**config.mk**
```make
export PLATFORM = sky130hd
export DESIGN_NAME = emgf_hist
export DESIGN_NICKNAME = d
export VERILOG_FILES = /design/src/hw/rtl/emgf_pkg.sv /design/src/hw/rtl/emgf_hist.sv
export SDC_FILE = /design/constraint.sdc
export NUM_CORES = 1
export LEC_CHECK = 0
export ABC_AREA = 1
export BUFFER_PORTS_ARGS = -buffer_cell sky130_fd_sc_hd__clkbuf_2
export CORE_AREA = 2 2 454 456
export DETAILED_ROUTE_END_ITERATION = 16
export DIE_AREA = 0 0 456 458
export PLACE_DENSITY = 0.45
export SYNTH_ARGS = -nofsm -noshare
export SYNTH_HDL_FRONTEND = slang
export SYNTH_SLANG_ARGS = --single-unit
```
**constraint.sdc**
```tcl
create_clock -name clk_i -period 0.8 [get_ports clk_i]
set_clock_uncertainty 0.05 [all_clocks]
set_input_delay 0.04 -clock clk_i [delete_from_list [all_inputs] [get_ports clk_i]]
set_output_delay 0.04 -clock clk_i [all_outputs]
set_load 0.05 [all_outputs]
```
**src/hw/rtl/emgf_pkg.sv**
```systemverilog
// ----------------------------------------------------------------------------
// emgf_pkg
// Types, constants and helper functions of the envelope filter chain.
// ----------------------------------------------------------------------------
package emgf_pkg;

  localparam int SAMPLE_W  = 24;
  localparam int LIMIT_W   = 23;
  localparam int VAL_W     = 48;
  localparam int CFG_IDX_W = 3;
  localparam int SHIFT     = 16;          // internal minus sample fraction bits
  localparam int COEF_FRAC = 40;
  localparam int OPND_W    = 50;          // magnitude of a biquad operand
  localparam int COEF_W    = 48;          // coefficient magnitude, digit padded
  localparam int DIGIT_W   = 8;
  localparam int N_DIGITS  = COEF_W / DIGIT_W;
  localparam int PROD_W    = 53;
  localparam int ACC_W     = 56;

  typedef logic signed [VAL_W-1:0] val_t;

  typedef enum logic [CFG_IDX_W-1:0] {
    REG_OFFSET_CH0   = 3'd0,
    REG_OFFSET_CH1   = 3'd1,
    REG_FIRST_CLIP   = 3'd2,
    REG_NOISE_GATE   = 3'd3,
    REG_SECOND_CLIP  = 3'd4
  } cfg_reg_e;

  typedef enum logic [2:0] {
    ST_IDLE,
    ST_LOAD,
    ST_START,
    ST_WAIT,
    ST_POST
  } state_e;

  typedef enum logic [1:0] {
    STG_HP  = 2'd0,
    STG_LP1 = 2'd1,
    STG_LP2 = 2'd2
  } stage_e;

  typedef enum logic [1:0] {
    TERM_K  = 2'd0,
    TERM_A1 = 2'd1,
    TERM_A2 = 2'd2
  } term_e;

  typedef struct packed {
    val_t x0;
    val_t x1;
    val_t y0;
    val_t y1;
  } bq_hist_t;

  typedef bq_hist_t [2:0] hist_t;

  typedef struct packed {
    logic                start;
    logic [OPND_W-1:0]   a_mag;
    logic [COEF_W-1:0]   c_mag;
  } mul_req_t;

  typedef struct packed {
    logic                done;
    logic [PROD_W-1:0]   prod;
  } mul_rsp_t;

  localparam logic [63:0] DEC_SCALE = 64'd1000000000000000000;

  // round(n / 10^18 * 2^40)
  function automatic logic [COEF_W-1:0] coef_q40(input logic [63:0] n);
    logic [63:0] q;
    logic [63:0] r;
    q = (n >= DEC_SCALE) ? 64'd1 : 64'd0;
    r = (n >= DEC_SCALE) ? n - DEC_SCALE : n;
    for (int b = 0; b <= COEF_FRAC; b++) begin
      r = r << 1;
      q = q << 1;
      if (r >= DEC_SCALE) begin
        r = r - DEC_SCALE;
        q = q | 64'd1;
      end
    end
    q = (q + 64'd1) >> 1;
    return q[COEF_W-1:0];
  endfunction

  localparam logic [COEF_W-1:0] COEF_MAG [9] = '{
    coef_q40(64'd43134450881076000),   coef_q40(64'd171901801714236000),
    coef_q40(64'd282191837708290000),  coef_q40(64'd1998222847291842000),
    coef_q40(64'd998224425026401000),  coef_q40(64'd394433639694),
    coef_q40(64'd1783787708559230000), coef_q40(64'd804982594421399000),
    coef_q40(64'd897192575745157000)
  };

  localparam logic COEF_NEG [9] = '{1'b1, 1'b0, 1'b0, 1'b1, 1'b0, 1'b0,
                                    1'b1, 1'b0, 1'b0};

  // coefficient slot per stage and term: gain, a1, a2
  localparam logic [3:0] COEF_IDX [3][3] = '{
    '{4'd8, 4'd6, 4'd7},
    '{4'd2, 4'd0, 4'd1},
    '{4'd5, 4'd3, 4'd4}
  };

  localparam val_t VAL_MAX = {1'b0, {(VAL_W-1){1'b1}}};
  localparam val_t VAL_MIN = {1'b1, {(VAL_W-1){1'b0}}};

  function automatic val_t sat48(input logic signed [ACC_W-1:0] v);
    if (v > ACC_W'(VAL_MAX)) return VAL_MAX;
    if (v < ACC_W'(VAL_MIN)) return VAL_MIN;
    return VAL_W'(v);
  endfunction

  function automatic val_t mag48(input val_t v);
    if (v == VAL_MIN) return VAL_MAX;
    if (v < 0) return -v;
    return v;
  endfunction

endpackage

```
**src/hw/rtl/emgf_hist.sv**
```systemverilog
// ----------------------------------------------------------------------------
// emgf_hist
// Per-channel filter history: two inputs and two outputs of each biquad.
// ----------------------------------------------------------------------------
module emgf_hist #(
  parameter int CHANNELS = 2,
  parameter int IDX_W    = 1
) (
  input  logic                clk_i,
  input  logic                rst_ni,
  input  logic [IDX_W-1:0]    rd_idx_i,
  output emgf_pkg::hist_t     rd_data_o,
  input  logic                wr_en_i,
  input  logic [IDX_W-1:0]    wr_idx_i,
  input  emgf_pkg::hist_t     wr_data_i
);

  emgf_pkg::hist_t mem_q [CHANNELS];

  always_ff @(posedge clk_i or negedge rst_ni) begin
    if (!rst_ni) begin
      for (int i = 0; i < CHANNELS; i++) begin
        mem_q[i] <= '0;
      end
    end else if (wr_en_i) begin
      mem_q[wr_idx_i] <= wr_data_i;
    end
  end

  assign rd_data_o = mem_q[rd_idx_i];

endmodule
```
==> impl_metrics.ini <==
[finish]
final_core_util_pct = 46.12
area_delta_synth_final_pct = 77.44
largest_register = mem_q
nNetsFinal = 9896
largestRegisters = mem_q (1152)
largest_register_ffs = 1152
nFillCells = 19467
drive_gt1_share_pct = 30.24

[timing]
rsz0062_at_grt = yes
relSlewSlack_pct = 43.35
fin_hold_ws_ps = -277.5
worst_pin_slew_ps = 847.0
timing_hold_violations_final = 599
period_share_pct = 217.2
fmax_mhz = 575.6
setup-violations-final = 2123
slew_viol_final = 0
timing.final.ws_setup_ps = -937.5
fin_crit_ps = 1737

[logic_synthesis]
syn_inst = 6848
synth_cell_types = 12
synth_top_area_cell = dfrtp_1
ys_ff_latch = 1152
synth_edf_count = 0
synth_common_cells = nand2_1 (2880), dfrtp_1 (1152), nand3_1 (1152)
async_reset_ff_share_pct = 100.0
synth-main-ff-cell = dfrtp_1
yosysMostFrequentCell = nand2_1
synth_area_leaders = dfrtp_1 (54%), nand2_1 (20%), nand3_1 (11%)
synth.net_count = 7429
avgSynthCellArea_um2 = 7.734
syn_area_um2 = 52960
synth.yosys.warnings = 0
seq_area_frac_synth_pct = 54.43
synth_top_cell_area_share_pct = 54.43

[run_status]
violations = hold timing, setup timing
outcome = finished with violations

[power_and_ir_drop]
pwr_density_cell_nw_per_um2 = 2173
peakVddDrop_mv = 1.990
leakage_uw = 0.04715

[critical_path]
max_stage_delay_ps = 410
crit_slowest_cell = dfrtp_1
reg2reg_depth = 4
worst-r2r-setup-slack_ps = -110
worstPathRequired_ps = 710
critical_path_class = register to output port
worstReg2RegStart = mem_q[1016]
start_kind = register
r2r-end = mem_q[1016]
crit_path_end_kind = output port
critPathMaxFanout = 2
path_cells = nand2_1 > o21ai_2 > buf_4 > buf_12
cp_data_arrival_time_ps = 1650

[place]
post-dp-hpwl_mm = 166.5
port_buffers = 1156
routabilityCongestion = 0.8893

[global_route]
grt_pass1_vias = 56479
grt_max_degree = 67
overflow = 0
grt_usage_pct = 22.01
grt_pass1_wl_mm = 355.4
antenna_found_initial = 49

[route]
dr.pass1.iters = 6
vias = 55710
drt_iter0_markers = 3897
avgViaCountPerCell = 4.584
routedWlPerCell_um = 19.34
routed_wl_mm = 235.1
antenna_left = 0
drc_errors = 0

[min_path]
hold_path_class = input pin to register
min_path_cells = 4
hp-start = wr_en_i
hold-path-endpoint = mem_q[768]

[floorplanning]
core_area_um2 = 203800
start_util_pct = 25.99
dieArea_um2 = 208800
die_h_um = 458
pin_count = 1157
rows = 166
fp.dieW_um = 456

[clocking]
cts_root_buf = clkbuf_16
clock_path_buffers = 3
worstSkewPairLatency_ps = 790
numCtsBuffers = 142
clkTransAtPathRegs_ps = 60
cts.sinks = 1152
cts_tree = yes
ctsHtreeMaxLevel = 4

[job]
drv_cap = 0
[metrics by stage]
step	TNS [ps]	total power [µW]	setup slack (ps)	instance area, µm²	instances
global placement	-675160	128200	-753.0	74550	10842
finish	-1453070	204200	-937.5	93980	12153
CTS	-1623510	203900	-1020	92090	12024
detailed placement	-678140	128600	-756.2	74550	10842
global route	-1704870	213000	-1033	93950	12143
floorplan	-578330	96530	-876.0	53050	6848
[worst max-delay path by stage]
| stage | from | to | slack [ps] |
|---|---|---|---|
| floorplan | rd_idx_i | rd_data_o[122] | -880 |
| finish | mem_q[229] | rd_data_o[229] | -940 |
| global route | mem_q[570] | rd_data_o[570] | -1030 |
| CTS | mem_q[805] | rd_data_o[229] | -1020 |
| detailed placement | rd_idx_i | rd_data_o[454] | -760 |
| global placement | rd_idx_i | rd_data_o[454] | -750 |
[critical path: cells and delay by family, from the launching register on]
| family | cells | cell delay [ps] |
|---|---|---|
| simple gates | 1 | 90 |
| compound gates | 1 | 70 |
| flops | 1 | 410 |
| buf+inv | 2 | 290 |
[power by group]
part / switching, µW / internal, µW / total [µW]
combinational: 37800 / 30100 / 67900
clock: 27300 / 38900 / 66200
sequential: 4460 / 65600 / 70100
[cell families after synthesis]
group	Yosys count	synth area share, %
flops	1152	54.43
compound gates	576	5.443
simple gates	4034	31.32
buf+inv	1086	8.807
[area by class of cell]
class,count,area (µm²),area share (%)
repair buffers,2832,31520,33.54
flip-flops and latches,1152,28840,30.69
multi-input cells,4610,23200,24.68
clock buffers,215,4219,4.489
well taps,2688,3363,3.579
inverters,577,2173,2.313
clock inverters,36,551.8,0.5871
diodes,43,107.6,0.1145
[per-layer routing]
metal | global-route usage, % | vias to the layer above | share of wire [%]
met4 | 11.45 | 20 | 5.7
met3 | 4.373 | 484 | 5.5
met1 | 26.75 | 27008 | 40
li1 | - | 26559 | -
met2 | 36.85 | 1639 | 49
met5 | 0 | - | 0.055
[repair_timing]
item	in CTS	in global routing
gates resized for setup	1387	334
endpoints found under the hold margin	2304	722
setup endpoints to repair	578	2123
pin swaps	72	126
setup buffers	104	104
hold buffers	989	4
gates cloned	0	0
[placed cells by master (no fill, tap or decap), types with 80 or more instances in the layout]
| cell | count |
|---|---|
| buf_12 | 685 |
| buf_4 | 501 |
| clkbuf_16 | 157 |
| clkbuf_2 | 576 |
| dfrtp_1 | 1139 |
| dlygate4sd3_1 | 993 |
| inv_1 | 400 |
| inv_2 | 176 |
| nand2_1 | 2800 |
| nand2_2 | 80 |
| nand3_1 | 1152 |
| o21ai_2 | 317 |
| o21ai_4 | 205 |
No activity file was read; power rests on OpenSTA's default activity.
