**src/hw/rtl/emgf_pkg.sv**
```systemverilog
// ----------------------------------------------------------------------------
// emgf_pkg
// Types, constants and helper functions of the envelope filter chain.
// ----------------------------------------------------------------------------
package emgf_pkg;

  localparam int SAMPLE_W  = 24;
  localparam int LIMIT_W   = 23;
  localparam int VAL_W     = 48;
  localparam int CFG_IDX_W = 3;
  localparam int SHIFT     = 16;          // internal minus sample fraction bits
  localparam int COEF_FRAC = 40;
  localparam int OPND_W    = 50;          // magnitude of a biquad operand
  localparam int COEF_W    = 48;          // coefficient magnitude, digit padded
  localparam int DIGIT_W   = 8;
  localparam int N_DIGITS  = COEF_W / DIGIT_W;
  localparam int PROD_W    = 53;
  localparam int ACC_W     = 56;

  typedef logic signed [VAL_W-1:0] val_t;

  typedef enum logic [CFG_IDX_W-1:0] {
    REG_OFFSET_CH0   = 3'd0,
    REG_OFFSET_CH1   = 3'd1,
    REG_FIRST_CLIP   = 3'd2,
    REG_NOISE_GATE   = 3'd3,
    REG_SECOND_CLIP  = 3'd4
  } cfg_reg_e;

  typedef enum logic [2:0] {
    ST_IDLE,
    ST_LOAD,
    ST_START,
    ST_WAIT,
    ST_POST
  } state_e;

  typedef enum logic [1:0] {
    STG_HP  = 2'd0,
    STG_LP1 = 2'd1,
    STG_LP2 = 2'd2
  } stage_e;

  typedef enum logic [1:0] {
    TERM_K  = 2'd0,
    TERM_A1 = 2'd1,
    TERM_A2 = 2'd2
  } term_e;

  typedef struct packed {
    val_t x0;
    val_t x1;
    val_t y0;
    val_t y1;
  } bq_hist_t;

  typedef bq_hist_t [2:0] hist_t;

  typedef struct packed {
    logic                start;
    logic [OPND_W-1:0]   a_mag;
    logic [COEF_W-1:0]   c_mag;
  } mul_req_t;

  typedef struct packed {
    logic                done;
    logic [PROD_W-1:0]   prod;
  } mul_rsp_t;

  localparam logic [63:0] DEC_SCALE = 64'd1000000000000000000;

  // round(n / 10^18 * 2^40)
  function automatic logic [COEF_W-1:0] coef_q40(input logic [63:0] n);
    logic [63:0] q;
    logic [63:0] r;
    q = (n >= DEC_SCALE) ? 64'd1 : 64'd0;
    r = (n >= DEC_SCALE) ? n - DEC_SCALE : n;
    for (int b = 0; b <= COEF_FRAC; b++) begin
      r = r << 1;
      q = q << 1;
      if (r >= DEC_SCALE) begin
        r = r - DEC_SCALE;
        q = q | 64'd1;
      end
    end
    q = (q + 64'd1) >> 1;
    return q[COEF_W-1:0];
  endfunction

  localparam logic [COEF_W-1:0] COEF_MAG [9] = '{
    coef_q40(64'd43134450881076000),   coef_q40(64'd171901801714236000),
    coef_q40(64'd282191837708290000),  coef_q40(64'd1998222847291842000),
    coef_q40(64'd998224425026401000),  coef_q40(64'd394433639694),
    coef_q40(64'd1783787708559230000), coef_q40(64'd804982594421399000),
    coef_q40(64'd897192575745157000)
  };

  localparam logic COEF_NEG [9] = '{1'b1, 1'b0, 1'b0, 1'b1, 1'b0, 1'b0,
                                    1'b1, 1'b0, 1'b0};

  // coefficient slot per stage and term: gain, a1, a2
  localparam logic [3:0] COEF_IDX [3][3] = '{
    '{4'd8, 4'd6, 4'd7},
    '{4'd2, 4'd0, 4'd1},
    '{4'd5, 4'd3, 4'd4}
  };

  localparam val_t VAL_MAX = {1'b0, {(VAL_W-1){1'b1}}};
  localparam val_t VAL_MIN = {1'b1, {(VAL_W-1){1'b0}}};

  function automatic val_t sat48(input logic signed [ACC_W-1:0] v);
    if (v > ACC_W'(VAL_MAX)) return VAL_MAX;
    if (v < ACC_W'(VAL_MIN)) return VAL_MIN;
    return VAL_W'(v);
  endfunction

  function automatic val_t mag48(input val_t v);
    if (v == VAL_MIN) return VAL_MAX;
    if (v < 0) return -v;
    return v;
  endfunction

endpackage

```
**src/hw/rtl/emgf_digit_mul.sv**
```systemverilog
// ----------------------------------------------------------------------------
// emgf_digit_mul
// Digit-serial multiplier: operand magnitude times coefficient magnitude,
// one coefficient digit per cycle, result rounded by 2^-40 half up.
// ----------------------------------------------------------------------------
module emgf_digit_mul (
  input  logic                clk_i,
  input  logic                rst_ni,
  input  emgf_pkg::mul_req_t  req_i,
  output emgf_pkg::mul_rsp_t  rsp_o
);

  localparam int HI_W  = emgf_pkg::OPND_W + 1;
  localparam int SUM_W = HI_W + emgf_pkg::DIGIT_W;
  localparam int CNT_W = $clog2(emgf_pkg::N_DIGITS);

  logic                              busy_q, done_q;
  logic [CNT_W-1:0]                  cnt_q;
  logic [emgf_pkg::OPND_W-1:0]       a_q;
  logic [emgf_pkg::COEF_W-1:0]       c_q;
  logic [HI_W-1:0]                   hi_q;
  logic [emgf_pkg::COEF_W-1:0]       lo_q;
  logic [SUM_W-1:0]                  sum_d;
  logic [emgf_pkg::COEF_W:0]         rnd_t;

  assign sum_d = SUM_W'(hi_q) + SUM_W'(a_q) * SUM_W'(c_q[emgf_pkg::DIGIT_W-1:0]);

  always_ff @(posedge clk_i or negedge rst_ni) begin
    if (!rst_ni) begin
      busy_q <= 1'b0;
      done_q <= 1'b0;
      cnt_q  <= '0;
    end else begin
      done_q <= 1'b0;
      if (req_i.start) begin
        busy_q <= 1'b1;
        cnt_q  <= '0;
      end else if (busy_q) begin
        cnt_q <= cnt_q + CNT_W'(1);
        if (cnt_q == CNT_W'(emgf_pkg::N_DIGITS - 1)) begin
          busy_q <= 1'b0;
          done_q <= 1'b1;
        end
      end
    end
  end

  always_ff @(posedge clk_i) begin
    if (req_i.start) begin
      a_q  <= req_i.a_mag;
      c_q  <= req_i.c_mag;
      hi_q <= '0;
      lo_q <= '0;
    end else if (busy_q) begin
      hi_q <= sum_d[SUM_W-1:emgf_pkg::DIGIT_W];
      lo_q <= {sum_d[emgf_pkg::DIGIT_W-1:0], lo_q[emgf_pkg::COEF_W-1:emgf_pkg::DIGIT_W]};
      c_q  <= c_q >> emgf_pkg::DIGIT_W;
    end
  end

  // low word plus half an lsb of the result decides the round-up
  assign rnd_t = {1'b0, lo_q} + (49'd1 << (emgf_pkg::COEF_FRAC - 1));

  assign rsp_o.done = done_q;
  assign rsp_o.prod = {hi_q[emgf_pkg::PROD_W-emgf_pkg::COEF_W+emgf_pkg::COEF_FRAC-1:0],
                       {(emgf_pkg::COEF_W-emgf_pkg::COEF_FRAC){1'b0}}}
                    + emgf_pkg::PROD_W'(rnd_t[emgf_pkg::COEF_W:emgf_pkg::COEF_FRAC]);

endmodule

```
**config.mk**
```make
export PLATFORM = sky130hd
export DESIGN_NAME = emgf_digit_mul
export DESIGN_NICKNAME = d
export VERILOG_FILES = /design/src/hw/rtl/emgf_pkg.sv /design/src/hw/rtl/emgf_digit_mul.sv
export SDC_FILE = /design/constraint.sdc
export NUM_CORES = 1
export LEC_CHECK = 0
export BUFFER_PORTS_ARGS = -buffer_cell sky130_fd_sc_hd__buf_2
export CORE_MARGIN = 2
export CORE_UTILIZATION = 63
export DETAILED_ROUTE_END_ITERATION = 12
export PLACE_DENSITY = 0.83
export RECOVER_POWER = 25
export SLEW_MARGIN = 20
export SYNTH_ARGS = -nofsm -noshare
export SYNTH_HDL_FRONTEND = slang
export SYNTH_SLANG_ARGS = --single-unit
export TNS_END_PERCENT = 20
```
**constraint.sdc**
```tcl
create_clock -name clk_i -period 6.4 [get_ports clk_i]
set_input_delay 1.28 -clock clk_i [delete_from_list [all_inputs] [get_ports clk_i]]
set_output_delay 1.28 -clock clk_i [all_outputs]
set_load 0.01 [all_outputs]
```
==> parameters.txt <==
Parameter                              Value

Synth
  Register area share after synthesis ... 20.8%
  Distinct cell type count of the synthesized netlist ... 80
  Synthesized instance count ... 2125
  Average footprint of a synthesized cell ... just under 10 um2
  Main combinational cell family by area after synthesis ... adder cells
  Commonest register cell after synthesis ... sky130_fd_sc_hd__edfxtp_1
  Count of flip-flops with a built-in enable after synthesis ... 98
  Synthesized flop and latch total ... around 160
  Portion of netlist area occupied by mux cells ... between 2 and 3%
  Synth Area in XOR/XNOR ... a little under 4%
  Simple-gate portion of the synthesized area ... around 17%
  Async set or reset register ratio after synthesis ... roughly 3%
  YS warnings ... 0
  Adder-cell share of the synthesized area ... 38.5%
  Synthesized net count ... roughly 2700
  Post-synthesis cell area ... just over 20000 um2
  Compound-gate portion of the synthesized area ... between 7 and 8%

Critical path
  Path depth of the worst reg2reg path ... 19
  Type of the worst setup path ... reg -> reg
  Maximum net fanout on the critical path ... 47
  Data required time of the worst path ... 6.81 ns
  Capture instance of the worst register-to-register path ... hi_q[43]$_SDFFE_PP0P_
  Crit-path cells ... buf_12 -> nand2_1 -> fa_1 -> inv_1 -> fa_1 -> fa_1 -> inv_1 -> fa_1 -> inv_1 -> ha_1 -> o21ai_0 -> o21ai_0 -> nand2_1 -> o211ai_1 -> a311oi_1 -> o21ai_1 -> a31oi_2 -> or4_1 -> nand3_1
  First element of the critical path ... c_q[0]$_DFFE_PP_
  Startpoint class of the critical path ... flop
  Termination of the worst setup path ... hi_q[43]$_SDFFE_PP0P_
  Critical-path top delay cell ... sky130_fd_sc_hd__fa_1
  Most frequent CP cell ... sky130_fd_sc_hd__fa_1
  Max stage delay on crit path ... about 0.57 ns
  Startpoint of the worst-slack reg-to-reg timing path ... c_q[0]$_DFFE_PP_
  Register-to-register setup slack ... between 0.5 and 0.6 ns
  Crit path arrival time ... 6.30 ns
  Element type at the critical path end ... flop

Cells and area
  Area used by multi-input combinational logic ... between 10000 and 15000 um2
  Area overhead of the layout relative to synthesis ... 8.84%
  Layout cell share with drive strength beyond 1 ... 12.0%
  Count of antenna diodes in the layout ... 0
  Filler Cell Count ... 2377
  Number of nets in the layout ... 2767
  Combined flip-flop and latch cell area ... about 4300 um2

Timing
  Unrepaired setup endpoints after global routing ... false
  Clock period minus worst slack ... a little under 6 ns
  Final critical-path share of the clock period ... between 90 and 100%
  Fmax ... 170 MHz
  Final-report max-slew violation count ... 57
  Hold Vio Cnt, Final ... 0
  Final setup TNS ... 0 ns
  Worst setup skew after layout ... between 0.015 and 0.02 ns
  Worst Tran Pin Value ... 3.21 ns
  Slew margin rel. ... -114%
  Count of endpoints failing setup in the final report ... 0

Drt
  Detailed-router iteration count before antenna repair ... 7
  Per-cell via count in the routed design ... 5.80
  Drc violations ... 0
  Sum of routed wire length over all layers ... a little over 50000 um
  Antenna Nets Post-Route ... 0
  Routed WL per cell ... 19.2 um
  Via count ... 15600
  DR iter-0 viols ... 1034

Global routing
  First-pass GRT wire length ... 85100 um
  Overall global routing resource usage ... roughly 32%
  Maximum number of pins on one net before global-route repair ... 79
  Number of global-route vias before repair ... ~17000
  Overflow after GRT ... 0
  Number of antenna violations at the first check in global routing ... 0

Flow run
  Max-cap check violation count ... 1

CTS
  Depth of the CTS H-tree ... 4
  TritonCTS clock tree ... built
  Clock tree sinks ... ~160
  Num CTS Buffers ... 17
  Root Driver ... sky130_fd_sc_hd__clkbuf_16
  Worst-skew pair later-pin latency ... around 0.47 ns
  Clock transition at the registers of the reported paths ... ~0.08 ns
  Clock buffer depth ... 2

Die
  Height of the die ... around 180 um
  Die extent in x ... roughly 180 um
  Area enclosed by the die boundary ... ~34000 um2
  Starting Density ... approximately 63%
  Placeable core region ... 32300 um2
  Standard-cell rows ... 66
  Boundary Pins ... about 160

Min path
  Path class of the lowest-slack min-delay path ... reg -> reg
  Worst hold path startpoint ... hi_q[50]$_SDFFE_PP0P_

Outcome
  Result of the run ... complete, but fails checks
  Failing checks ... capacitance limit, slew limit

Placed design
  Port Buffer Count ... 154
  Gpl congestion ... a little under 1
  Placed wire-length estimate after detailed placement ... 40000 um
## layout make-up
| cell class | count | share of cell area (%) |
|---|---|---|
| sequential | 163 | 19.1 |
| timing repair buffer | 179 | 4.47 |
| inverter | 378 | 6.36 |
| tap | 442 | 2.48 |
| multi-input combinational | 1500 | 64.9 |
| clock buffer | 18 | 1.92 |
| clock inverter | 14 | 0.707 |
## sequential cells by signal (all words and copies together) (netlist names)
| signal | flops |
|---|---|
| done_q | 1 |
| lo_q | 9 |
| cnt_q | 3 |
| c_q | 48 |
| hi_q | 51 |
| a_q | 50 |
| busy_q | 1 |
## cell families after synthesis
group	after synthesis
AOI/OAI and AO/OA	250
xor gates and xnor gates	90
adders and majority gates	427
buffers and inverters	462
DFF	163
muxes	56
and+or+nand+nor	677
## through the flow
step | hold WS [ns] | setup WS, ns | util (%) | std cells | instance area [um2]
floorplan | 0.432 | 1.20 | - | 2125 | 20500
global placement | 0.484 | 0.367 | 67.1 | 2658 | 21700
detailed placement | 0.495 | 0.0986 | 67.1 | 2658 | 21700
CTS | 0.507 | 0.126 | 68.9 | 2690 | 22300
global route | 0.536 | 0.152 | 69.1 | 2694 | 22300
finish | 0.521 | 0.506 | 69.1 | 2694 | 22300
## worst max-delay path, delay by kind of cell (launching register included)
family | cells | cell delay, ns
and+or+nand+nor | 4 | 0.88
DFF | 1 | 0.44
AOI/OAI and AO/OA | 6 | 1.50
adders and majority gates | 5 | 2.53
buffers and inverters | 4 | 0.47
## worst min-delay path by stage
stage / to / slack (ns) / cells past startpoint
2_1_floorplan: hi_q[50]$_SDFFE_PP0P_ / 0.43 / 2
5_1_grt: hi_q[42]$_SDFFE_PP0P_ / 0.54 / 2
3_5_place_dp: hi_q[50]$_SDFFE_PP0P_ / 0.49 / 2
4_1_cts: hi_q[50]$_SDFFE_PP0P_ / 0.51 / 2
3_3_place_gp: hi_q[42]$_SDFFE_PP0P_ / 0.48 / 2
6_report: hi_q[50]$_SDFFE_PP0P_ / 0.52 / 2
## per-layer routing
| layer | up-vias | share of wire (%) | GRT usage [%] |
|---|---|---|---|
| li1 | 6943 | - | - |
| met1 | 7851 | 39 | 42.0 |
| met2 | 692 | 48 | 52.8 |
| met3 | 148 | 8.1 | 6.56 |
| met4 | 0 | 4.2 | 15.1 |
| met5 | - | 0 | 0 |
## cell usage after synthesis, drive strengths merged (6+ instances only)
| master | number | area, um2 |
|---|---|---|
| o22ai | 20 | 125 |
| buf | 11 | 52.5 |
| mux2 | 41 | 462 |
| dfxtp | 60 | 1200 |
| o211ai | 10 | 75.1 |
| a21oi | 74 | 370 |
| inv | 377 | 1420 |
| xor2 | 19 | 166 |
| and3 | 14 | 92.6 |
| nand3 | 39 | 195 |
| ha | 88 | 1100 |
| nand4 | 19 | 119 |
| or4 | 6 | 48.8 |
| edfxtp | 98 | 2940 |
| mux2i | 15 | 150 |
| nand2 | 218 | 818 |
| o21bai | 14 | 105 |
| o21ai | 40 | 200 |
| and4 | 8 | 73.8 |
| o21a | 6 | 45.0 |
| nor3 | 21 | 115 |
| fa | 339 | 6790 |
| a21o | 30 | 225 |
| a211oi | 12 | 90.1 |
| xnor2 | 71 | 622 |
| a31oi | 6 | 43.8 |
| and2 | 259 | 1620 |
| clkbuf | 73 | 274 |
| nor2 | 72 | 278 |
## what timing repair did
action	in CTS	in global routing
hold endpoints to repair	0	0
buffers inserted	0	4
hold buffers	0	0
resized for setup	0	0
endpoints found under the setup margin	0	10
## layout by cell type (no fill, tap or decap), drive strengths merged, types with 21 or more instances in the layout
cell type	count
inv	385
fa	339
and2	259
nand2	218
buf	177
edfxtp	98
ha	88
a21oi	74
nor2	72
xnor2	71
dfxtp	60
mux2	41
o21ai	40
nand3	39
a21o	30
nor3	21
Power is not shown: default switching activity piles up to over one toggle a cycle in this logic, so the estimate is an artifact.
